<file path="config.mk">
export PLATFORM = sky130hd
export DESIGN_NAME = incremental_pi_speed_controller_unit
export DESIGN_NICKNAME = d
export VERILOG_FILES = /design/src/design/ipsc_pkg.sv /design/src/design/incremental_pi_speed_controller_unit.sv
export SDC_FILE = /design/constraint.sdc
export NUM_CORES = 2
export LEC_CHECK = 0
export BUFFER_PORTS_ARGS = -buffer_cell sky130_fd_sc_hd__buf_2
export CAP_MARGIN = 10
export CELL_PAD_IN_SITES_DETAIL_PLACEMENT = 0
export CELL_PAD_IN_SITES_GLOBAL_PLACEMENT = 1
export CORE_ASPECT_RATIO = 0.9
export CORE_MARGIN = 3
export CORE_UTILIZATION = 35
export CTS_CLUSTER_DIAMETER = 120
export DETAILED_ROUTE_END_ITERATION = 6
export GPL_TIMING_DRIVEN = 0
export PLACE_DENSITY_LB_ADDON = 0.08
export SKIP_LAST_GASP = 1
export SLEW_MARGIN = 20
export SYNTH_ARGS = -nofsm -noshare
export SYNTH_HDL_FRONTEND = slang
export SYNTH_SLANG_ARGS = --single-unit
</file>
<file path="constraint.sdc">
create_clock -name clk -period 30.3 [get_ports clk]
set_input_delay 6.06 -clock clk [delete_from_list [all_inputs] [get_ports clk]]
set_output_delay 6.06 -clock clk [all_outputs]
set_load 0.005 [all_outputs]
</file>
<file path="src/design/ipsc_pkg.sv">
// ----------------------------------------------------------------------------
// ipsc_pkg
// Types and constants shared by the incremental PI speed controller.
// ----------------------------------------------------------------------------
package ipsc_pkg;

  localparam int NUM_CHANNELS    = 2;
  localparam int SPEED_FRAC_BITS = 12;
  localparam int GAIN_FRAC_BITS  = 8;
  localparam int ACC_FRAC_BITS   = SPEED_FRAC_BITS + GAIN_FRAC_BITS;

  localparam int SPEED_W  = 16;
  localparam int ERR_W    = SPEED_W + 1;
  localparam int EDIFF_W  = ERR_W + 1;
  localparam int GAIN_W   = 24;
  localparam int DBAND_W  = 15;
  localparam int LIMIT_W  = 16;
  localparam int ACC_W    = 40;
  localparam int PPROP_W  = GAIN_W + 1 + EDIFF_W;
  localparam int PINT_W   = GAIN_W + 1 + ERR_W;
  localparam int PSUM_W   = PPROP_W + 1;
  localparam int SUM_W    = PSUM_W + 1;
  localparam int DRIVE_W  = 17;

  localparam int CFG_ADDR_W  = 4;
  localparam int CFG_DATA_W  = 32;
  localparam int OFIFO_DEPTH = 8;

  localparam logic [GAIN_W-1:0]  PROP_GAIN_RST   = 24'd102400;
  localparam logic [GAIN_W-1:0]  INTEG_GAIN_RST  = 24'd76800;
  localparam logic [DBAND_W-1:0] DEADBAND_RST    = 15'd41;
  localparam logic [LIMIT_W-1:0] DRIVE_LIMIT_RST = 16'd7200;

  typedef enum logic [1:0] {
    REG_PROP_GAIN   = 2'd0,
    REG_INTEG_GAIN  = 2'd1,
    REG_DEADBAND    = 2'd2,
    REG_DRIVE_LIMIT = 2'd3
  } ipsc_reg_t;

  typedef struct packed {
    logic                      channel;
    logic signed [SPEED_W-1:0] measured_speed;
    logic signed [SPEED_W-1:0] target_speed;
  } ipsc_in_t;

  typedef struct packed {
    logic signed [DRIVE_W-1:0] drive_value;
    logic                      in_deadband;
    logic                      clamped;
  } ipsc_out_t;

endpackage

</file>
<file path="src/design/incremental_pi_speed_controller_unit.sv">
// ----------------------------------------------------------------------------
// incremental_pi_speed_controller_unit
// Velocity form PI speed controller with deadband, one controller per channel.
// ----------------------------------------------------------------------------
// The block takes one measurement transfer per cycle while meas_stall is low
// and returns exactly one drive transfer for each, in order, after it has
// passed stages one, two and three. The per-channel previous error and
// accumulator live in two small memories with a registered read; the error
// update is written back one stage after its read and the accumulator is
// updated in the last stage, with forwarding between neighboring items of the
// same channel, so items of any channel can follow each other in every cycle.
// Results wait in an eight-entry queue; meas_stall rises only when that queue
// and the three pipeline stages together could hold no further item.
// Configuration registers sit at byte addresses 0, 4, 8 and 12.
// ----------------------------------------------------------------------------
module incremental_pi_speed_controller_unit import ipsc_pkg::*; (
  input  logic                  clk,
  input  logic                  rst,
  input  logic                  meas_valid,
  output logic                  meas_stall,
  input  ipsc_in_t              meas,
  output logic                  drive_valid,
  input  logic                  drive_stall,
  output ipsc_out_t             drive,
  input  logic                  psel,
  input  logic                  penable,
  input  logic                  pwrite,
  input  logic [CFG_ADDR_W-1:0] paddr,
  input  logic [CFG_DATA_W-1:0] pwdata,
  output logic [CFG_DATA_W-1:0] prdata,
  output logic                  pready
);

  localparam int PTR_W = $clog2(OFIFO_DEPTH);

  logic [GAIN_W-1:0]  prop_gain;
  logic [GAIN_W-1:0]  integ_gain;
  logic [DBAND_W-1:0] deadband;
  logic [LIMIT_W-1:0] drive_limit;

  logic signed [ERR_W-1:0] prev_mem [NUM_CHANNELS];
  logic signed [ACC_W-1:0] acc_mem  [NUM_CHANNELS];
  logic [NUM_CHANNELS-1:0] prev_ok;
  logic [NUM_CHANNELS-1:0] acc_ok;

  logic                    s1_valid;
  logic                    s1_ch;
  logic                    s1_in_range;
  logic                    s1_dead;
  logic signed [ERR_W-1:0] s1_err;
  logic signed [ERR_W-1:0] s1_prev_rdata;
  logic                    s1_prev_rvalid;
  logic                    s1_pfwd;
  logic signed [ERR_W-1:0] s1_pfwd_val;

  logic                      s2_valid;
  logic                      s2_ch;
  logic                      s2_in_range;
  logic                      s2_dead;
  logic signed [PPROP_W-1:0] s2_pprop;
  logic signed [PINT_W-1:0]  s2_pint;

  logic                     s3_valid;
  logic                     s3_ch;
  logic                     s3_in_range;
  logic                     s3_dead;
  logic signed [PSUM_W-1:0] s3_psum;
  logic signed [ACC_W-1:0]  s3_acc_rdata;
  logic                     s3_acc_rvalid;
  logic                     s3_afwd;
  logic signed [ACC_W-1:0]  s3_afwd_val;

  ipsc_out_t        fifo_mem [OFIFO_DEPTH];
  logic [PTR_W-1:0] wptr;
  logic [PTR_W-1:0] rptr;
  logic [PTR_W:0]   count;
  logic [PTR_W:0]   count_next;

  logic                     accept;
  logic                     cfg_write;
  logic                     in_range;
  logic signed [ERR_W-1:0]  err;
  logic [ERR_W-1:0]         err_mag;
  logic signed [ERR_W-1:0]  s1_prev;
  logic signed [EDIFF_W-1:0] s1_ediff;
  logic signed [PSUM_W-1:0] s2_psum;
  logic signed [ACC_W-1:0]  s3_acc;
  logic signed [SUM_W-1:0]  s3_sum;
  logic signed [SUM_W-1:0]  s3_bound;
  logic signed [SUM_W-1:0]  s3_val;
  logic signed [ACC_W-1:0]  s3_acc_next;
  logic                     s3_clip;
  logic signed [DRIVE_W-1:0] s3_drive;
  ipsc_out_t                s3_result;
  logic [1:0]               inflight;
  logic                     pop;

  // Configuration port.
  assign pready    = 1'b1;
  assign cfg_write = psel && penable && pwrite && pready;

  always_comb begin
    case (ipsc_reg_t'(paddr[3:2]))
      REG_PROP_GAIN:   prdata = CFG_DATA_W'(prop_gain);
      REG_INTEG_GAIN:  prdata = CFG_DATA_W'(integ_gain);
      REG_DEADBAND:    prdata = CFG_DATA_W'(deadband);
      REG_DRIVE_LIMIT: prdata = CFG_DATA_W'(drive_limit);
      default:         prdata = '0;
    endcase
  end

  always_ff @(posedge clk) begin
    if (rst) begin
      prop_gain   <= PROP_GAIN_RST;
      integ_gain  <= INTEG_GAIN_RST;
      deadband    <= DEADBAND_RST;
      drive_limit <= DRIVE_LIMIT_RST;
    end else if (cfg_write) begin
      case (ipsc_reg_t'(paddr[3:2]))
        REG_PROP_GAIN:   prop_gain   <= pwdata[GAIN_W-1:0];
        REG_INTEG_GAIN:  integ_gain  <= pwdata[GAIN_W-1:0];
        REG_DEADBAND:    deadband    <= pwdata[DBAND_W-1:0];
        REG_DRIVE_LIMIT: drive_limit <= pwdata[LIMIT_W-1:0];
        default: begin
        end
      endcase
    end
  end

  // Input side and error computation.
  assign inflight   = 2'(s1_valid) + 2'(s2_valid) + 2'(s3_valid);
  assign meas_stall = ({1'b0, count} + (PTR_W + 2)'(inflight))
                      >= (PTR_W + 2)'(OFIFO_DEPTH);
  assign accept     = meas_valid && !meas_stall;
  assign in_range   = int'(meas.channel) < NUM_CHANNELS;

  assign err     = ERR_W'(meas.target_speed) - ERR_W'(meas.measured_speed);
  assign err_mag = err[ERR_W-1] ? ERR_W'(-err) : ERR_W'(err);

  // Previous error memory: read at acceptance, written back from stage one.
  always_ff @(posedge clk) begin
    s1_prev_rdata <= prev_mem[meas.channel];
    if (s1_valid && s1_in_range) begin
      prev_mem[s1_ch] <= s1_err;
    end
  end

  always_ff @(posedge clk) begin
    if (rst) begin
      s1_valid <= 1'b0;
      prev_ok  <= '0;
    end else begin
      s1_valid <= accept;
      if (s1_valid && s1_in_range) begin
        prev_ok[s1_ch] <= 1'b1;
      end
    end
    s1_ch          <= meas.channel;
    s1_in_range    <= in_range;
    s1_err         <= err;
    s1_dead        <= err_mag < ERR_W'(deadband);
    s1_prev_rvalid <= prev_ok[meas.channel];
    s1_pfwd        <= s1_valid && s1_in_range && (s1_ch == meas.channel);
    s1_pfwd_val    <= s1_err;
  end

  assign s1_prev  = s1_pfwd ? s1_pfwd_val : (s1_prev_rvalid ? s1_prev_rdata : '0);
  assign s1_ediff = EDIFF_W'(s1_err) - EDIFF_W'(s1_prev);

  // Stage two holds the two products.
  always_ff @(posedge clk) begin
    if (rst) begin
      s2_valid <= 1'b0;
    end else begin
      s2_valid <= s1_valid;
    end
    s2_ch       <= s1_ch;
    s2_in_range <= s1_in_range;
    s2_dead     <= s1_dead;
    s2_pprop    <= $signed({1'b0, prop_gain}) * s1_ediff;
    s2_pint     <= $signed({1'b0, integ_gain}) * s1_err;
  end

  assign s2_psum = PSUM_W'(s2_pprop) + PSUM_W'(s2_pint);

  // Accumulator memory: read from stage two, written back from stage three.
  always_ff @(posedge clk) begin
    s3_acc_rdata <= acc_mem[s2_ch];
    if (s3_valid && s3_in_range) begin
      acc_mem[s3_ch] <= s3_acc_next;
    end
  end

  always_ff @(posedge clk) begin
    if (rst) begin
      s3_valid <= 1'b0;
      acc_ok   <= '0;
    end else begin
      s3_valid <= s2_valid;
      if (s3_valid && s3_in_range) begin
        acc_ok[s3_ch] <= 1'b1;
      end
    end
    s3_ch         <= s2_ch;
    s3_in_range   <= s2_in_range;
    s3_dead       <= s2_dead;
    s3_psum       <= s2_psum;
    s3_acc_rvalid <= acc_ok[s2_ch];
    s3_afwd       <= s3_valid && s3_in_range && (s3_ch == s2_ch);
    s3_afwd_val   <= s3_acc_next;
  end

  // Accumulate and clamp, or hold the accumulator in the deadband; truncate toward zero.
  assign s3_acc   = s3_afwd ? s3_afwd_val : (s3_acc_rvalid ? s3_acc_rdata : '0);
  assign s3_sum   = SUM_W'(s3_acc) + SUM_W'(s3_psum);
  assign s3_bound = $signed(SUM_W'({drive_limit, {ACC_FRAC_BITS{1'b0}}}));

  always_comb begin
    s3_clip = 1'b0;
    s3_val  = s3_sum;
    if (s3_dead) begin
      s3_val = SUM_W'(s3_acc);
    end else if (s3_sum > s3_bound) begin
      s3_val  = s3_bound;
      s3_clip = 1'b1;
    end else if (s3_sum < -s3_bound) begin
      s3_val  = -s3_bound;
      s3_clip = 1'b1;
    end
  end

  assign s3_acc_next = s3_val[ACC_W-1:0];
  assign s3_drive    = s3_val[ACC_FRAC_BITS+DRIVE_W-1:ACC_FRAC_BITS]
                       + DRIVE_W'(s3_val[SUM_W-1] && (|s3_val[ACC_FRAC_BITS-1:0]));

  always_comb begin
    s3_result = '0;
    if (s3_in_range) begin
      s3_result.drive_value = s3_drive;
      s3_result.in_deadband = s3_dead;
      s3_result.clamped     = s3_clip;
    end
  end

  // Result queue.
  assign pop         = drive_valid && !drive_stall;
  assign drive_valid = count != '0;
  assign drive       = fifo_mem[rptr];
  assign count_next  = count + (PTR_W + 1)'(s3_valid) - (PTR_W + 1)'(pop);

  always_ff @(posedge clk) begin
    if (s3_valid) begin
      fifo_mem[wptr] <= s3_result;
    end
  end

  always_ff @(posedge clk) begin
    if (rst) begin
      wptr  <= '0;
      rptr  <= '0;
      count <= '0;
    end else begin
      if (s3_valid) begin
        wptr <= wptr + PTR_W'(1);
      end
      if (pop) begin
        rptr <= rptr + PTR_W'(1);
      end
      count <= count_next;
    end
  end

  a_fifo_bound: assert property (@(posedge clk) disable iff (rst)
    count <= (PTR_W + 1)'(OFIFO_DEPTH))
    else $error("result queue holds more entries than its depth");

  a_acc_bound: assert property (@(posedge clk) disable iff (rst)
    (s3_valid && s3_in_range && !s3_dead) |->
      (SUM_W'(s3_acc_next) <= s3_bound && SUM_W'(s3_acc_next) >= -s3_bound))
    else $error("updated accumulator lies beyond the drive limit");

  a_flag_excl: assert property (@(posedge clk) disable iff (rst)
    drive_valid |-> !(drive.clamped && drive.in_deadband))
    else $error("a result is both clamped and in the deadband");

  a_reset_empty: assert property (@(posedge clk)
    rst |=> (count == '0 && !s1_valid && !s2_valid && !s3_valid))
    else $error("pipeline or queue not empty after reset");

  a_fwd_source: assert property (@(posedge clk) disable iff (rst)
    s3_afwd |-> $past(s3_valid))
    else $error("accumulator forwarded from an empty stage");

endmodule
</file>
Word-level counts from Yosys, hierarchy flattened --
Memories as Yosys holds them, arrays and structs flattened. A register that Yosys moved wholly into a read port is not among the register bits. Cells that the tools add are included.
Word-level totals: memories 3, RAM bits 266, output and inout port bits 54, word-level logic and storage cells 108, flip-flop bits (word level) 309
Memory list:
- fifo_mem | words 8, width 19, read ports 1, clocked after Yosys merged registers in 1, wr ports 1, RTL line incremental_pi_speed_controller_unit.sv:73 | ipsc_out_t fifo_mem [OFIFO_DEPTH];
- acc_mem | words 2, width 40, read ports 1, clocked after Yosys merged registers in 1, wr ports 1, RTL line incremental_pi_speed_controller_unit.sv:42 | logic signed [ACC_W-1:0] acc_mem [NUM_CHANNELS];
- prev_mem | words 2, width 17, read ports 1, clocked after Yosys merged registers in 1, wr ports 1, RTL line incremental_pi_speed_controller_unit.sv:41 | logic signed [ERR_W-1:0] prev_mem [NUM_CHANNELS];
Operators by class: add/subtract/negate cells 14, multipliers 2, bitwise gates (word level) 2, equality and inequality tests 5, muxes and demuxes 26, $lt $le $gt $ge 10, reductions and logical operators 18
Operator list (number):
- 2-to-1 mux 45 bit | 3
- case mux 32 bit (4 select lines) | 1
- 2-to-1 mux 40 bit | 2
- 2-to-1 mux 17 bit | 3
- adder 40 x 44 -> 45 bit | 1
- greater-than comparator 45 x 37 -> 1 bit | 1
- less-than comparator 45 bit | 1
- negator 36 -> 45 bit | 1
- adder 43 x 42 -> 44 bit | 1
- multiplier 25 x 18 -> 43 bit | 1
- multiplier 25 x 17 -> 42 bit | 1
- OR reduction 20 bit | 1
- subtractor 17 x 17 -> 18 bit | 1
- adder 17 x 1 -> 17 bit | 1
- less-than comparator 17 x 15 -> 1 bit | 1
- negator 17 bit | 1
- subtractor 16 x 16 -> 17 bit | 1
- 2-to-1 mux 1 bit | 13
- logical AND 1 bit | 9
- less-than comparator 1 x 2 -> 1 bit, second input constant | 4
- AND reduction 2 bit | 4
- adder 3 x 1 -> 3 bit, second input constant | 2
- 2-to-1 mux 3 bit | 2
- adder 4 x 2 -> 5 bit | 1
- other kinds (14) | 20

Longest topological paths before layout --
word-level depth 10, gate-level depth with buffers 48, mapped depth without buffers 45

Worst setup path after synthesis --
No wires, ideal clock.
path type input to output, start point input port paddr[2], end point output port prdata[15], arrival 7.498 ns, path buffers 3, slack 16.742 ns, stages 5, cell sequence clkbuf_1 > buf_1 > clkbuf_1 > mux2i_1 > o21ai_0
On the way: word-level cells in the longest chain between the ends 2
RTL lines:
- start, declared | RTL line incremental_pi_speed_controller_unit.sv:28 | input logic [CFG_ADDR_W-1:0] paddr,
- == test 2 bit, or another cell as far along | RTL line incremental_pi_speed_controller_unit.sv:103 | case (ipsc_reg_t'(paddr[3:2]))
- case mux 32 bit (4 select lines) * | RTL line incremental_pi_speed_controller_unit.sv:103
- end, declared | RTL line incremental_pi_speed_controller_unit.sv:30 | output logic [CFG_DATA_W-1:0] prdata,
Mark *: on every way between the ends. The rest lies on a longest branch, timed or not. The select of a mux whose other input is x is not followed.

Worst setup path in the final report --
Ends and elaborated chain as after synthesis.

==> impl_metrics.tcl <==
set metrics [dict create \
    io_pins 130 \
    use_met1_pct 34.33 \
    p_int_mw 3.522 \
    net-switching-power_mw 3.646 \
    peakVddDrop_uv 191.6 \
    rsz0062_at_grt "no" \
    initial_utilization_pct 35.33 \
    fin_total_pwr_mw 7.169 \
    r2r-end "s2_pprop[42]" \
    grt.total_usage_pct 23.52 \
    maxCapViolCount 0 \
    synth_cell_types 95 \
    place_congestion 0.9077 \
    critPathMaxFanout 10 \
    cts_root_buf "clkbuf_16" \
    final_layout_size_suffix_gt1_share_pct 7.313 \
    synthArstFlopShare_pct 0 \
    dr.pass1.iters 5 \
    final.setup_skew_ps 38.76 \
    grt_antenna_before_repair 25 \
    drt_wl_total_um 197000 \
    nets 7349 \
    dp_cells 8167 \
    cp_data_required_time_ps 24240 \
    ctsResizeCount 0 \
    cts_tree "built" \
    yosysWarnings 0 \
    power_density_nw_per_um2 113.0 \
    clk_path_buf_depth 3 \
    io_buffers 108 \
    syn2layout_area_growth_pct 10.58 \
    relSlewSlack_pct 21.94 \
    synth_edf_count 266 \
    post_cts_buffers 0 \
    globalRoute.totalOverflow 0 \
    grt_pass1_vias 43122 \
    hpwlAfterDp_um 161300 \
    grt_max_degree 42 \
    grt_pass1_wl_um 292400 \
    gr-usage-met2_pct 37.19 \
    fp.dieW_um 432.8 \
    r2r_cells 40 \
    synth-seq-cells 635 \
    hold_ws_ps 328.3 \
    hold_path_class "reg2reg" \
    fin_crit_sh_pct 49.43 \
    status "completed" \
    drv_slew 0 \
    worstPathArrival_ps 8920 \
    drtAntennaViolNets 0 \
    crit_path_end_kind "output pin" \
    vias 42435 \
    post-place-ws_ps 15310 \
    drtIter0Drc 3174 \
    hold_buffers 0 \
    cts_buffers 70 \
    syn_inst 5906 \
    core_area_um2 162400 \
    avgSynthCellArea_um2 9.714 \
    worstSetupStartpointType "input pin" \
    avgRoutedWirePerCell_um 23.70 \
    synthFlopType "dfxtp_1" \
    clk_latency_ps 680 \
    p_sw_share_pct 50.87 \
    vias_per_cell 5.105 \
    leakage_nw 28.02 \
    clock.fmax_mhz 66.77 \
    rows 140 \
    setup_slack_ps 15320 \
    synth_area_um2 57370 \
    setup_viol 0 \
    worst_slew_pin_slew_ps 1167 \
    rrSetupSlack_ps 16910 \
    final_util_pct 39.07 \
    fin_cells 8313 \
    dieHeight_um 390.1 \
    path_clk_slew_ps 60 \
    r2r_start "s1_pfwd" \
    critical_path_class "in2out" \
    h-tree-depth 3 \
    grt_use_met3_pct 2.612 \
    hold_violations 0 \
    drc 0 \
    placed_cell_area_um2 60970 \
    finalInstanceArea_um2 63440 \
    tns_ps 0 \
    die-area_um2 168800 \
    p_comb_share_pct 70.1 \
    seq_power_share_pct 17.5 \
    top_usage_layer "met2" \
    ys_seq_area_share_pct 26.80 \
    period_minus_slack_ps 14980 \
    cts.sinks 635 \
    cp-endpoint "prdata[15]" \
    cp-startpoint "paddr[2]" \
    power_frac_clock_pct 12.4 \
]
## worst max-delay path: stages
cell,delay (ps)
clkbuf_1,230
buf_1,660
clkbuf_1,770
mux2i_1,160
o21ai_0,780
buf_2,250
## routing by layer
metal	up-vias	routed length [µm]
li1	19734	-
met1	21430	94170
met2	1084	88630
met3	187	9037
met4	0	5142
met5	-	0
## worst min path at each step
stage	endpoint	from	depth (start not counted)	slack [ps]
finish	s3_dead	s2_dead	0	330
global route	s3_dead	s2_dead	0	330
CTS	s3_dead	s2_dead	0	310
detailed placement	s3_dead	s2_dead	0	330
global placement	s3_dead	s2_dead	0	320
floorplan	s2_dead	s1_dead	0	310
## cells by family (layout without fill, tap and decap cells)
logic type | count (synthesis) | in the layout | synth area share (%)
muxes | 151 | 151 | 3.971
adders and majority gates | 1164 | 1164 | 34.39
DFF | 635 | 635 | 26.80
buffers and inverters | 1191 | 1445 | 7.868
xor gates and xnor gates | 196 | 196 | 2.992
AOI/OAI and AO/OA | 828 | 828 | 9.663
other | 2 | 25 | 0.01309
and+or+nand+nor | 1739 | 1739 | 14.31
## cell usage after synthesis (82+ instances only)
cell type | instances | area, µm²
a21oi_1 | 255 | 1276
and2_1 | 262 | 1639
clkbuf_1 | 276 | 1036
dfxtp_1 | 369 | 7387
edfxtp_1 | 266 | 7988
fa_1 | 688 | 13770
ha_1 | 476 | 5956
inv_1 | 892 | 3348
nand2_1 | 818 | 3070
nand2b_1 | 82 | 513.0
nor2_1 | 230 | 863.3
o21ai_0 | 114 | 570.6
xnor2_1 | 146 | 1279
## power groups by stage
stage / Sequential (mW) / Combinational [mW] / Clock, mW
after global routing: 1.27 / 5.59 / 0.948
after global placement: 1.28 / 5.00 / 0
after CTS: 1.26 / 5.05 / 0.912
after detailed placement: 1.28 / 5.02 / 0
final: 1.26 / 5.02 / 0.887
after floorplan: 1.20 / 3.36 / 0
## final cells by class
cell class / count / area, µm²
clock buffer: 90 / 1887
antenna: 16 / 40.04
inverter: 893 / 3352
clock inverter: 40 / 540.5
timing repair buffer: 124 / 765.7
buffer: 298 / 1164
sequential: 635 / 15370
multi-input combinational: 4087 / 37650
fill: 16409 / 98940
tap: 2130 / 2665
## placed cells by master (no fill, tap or decap), types with 52 or more instances in the layout
| cell type | Yosys | routed |
|---|---|---|
| clkbuf_1 | 276 | 289 |
| ha_1 | 476 | 476 |
| xnor2_1 | 146 | 141 |
| mux4_2 | 53 | 53 |
| o21ai_0 | 114 | 114 |
| nand2b_1 | 82 | 82 |
| buf_2 | 2 | 110 |
| nor3_1 | 63 | 60 |
| dfxtp_1 | 369 | 369 |
| mux2_2 | 79 | 79 |
| edfxtp_1 | 266 | 266 |
| nor2_1 | 230 | 221 |
| a21oi_1 | 255 | 255 |
| inv_1 | 892 | 892 |
| nand2_1 | 818 | 818 |
| a21o_1 | 79 | 79 |
| and2_1 | 262 | 260 |
| a22o_1 | 52 | 52 |
| nand3_1 | 69 | 69 |
| fa_1 | 688 | 688 |
| clkbuf_16 | 0 | 70 |
## flip-flops by register name (all words and copies together), names as in the netlist, 24 cells and up, named ones only
signal,flops
fifo_mem,152
acc_mem,80
s3_psum,44
s2_pprop,43
s2_pint,42
s3_acc_rdata,40
s3_afwd_val,40
prev_mem,34
integ_gain,24
prop_gain,24
Note: power is estimated with default switching activity, not from simulation.
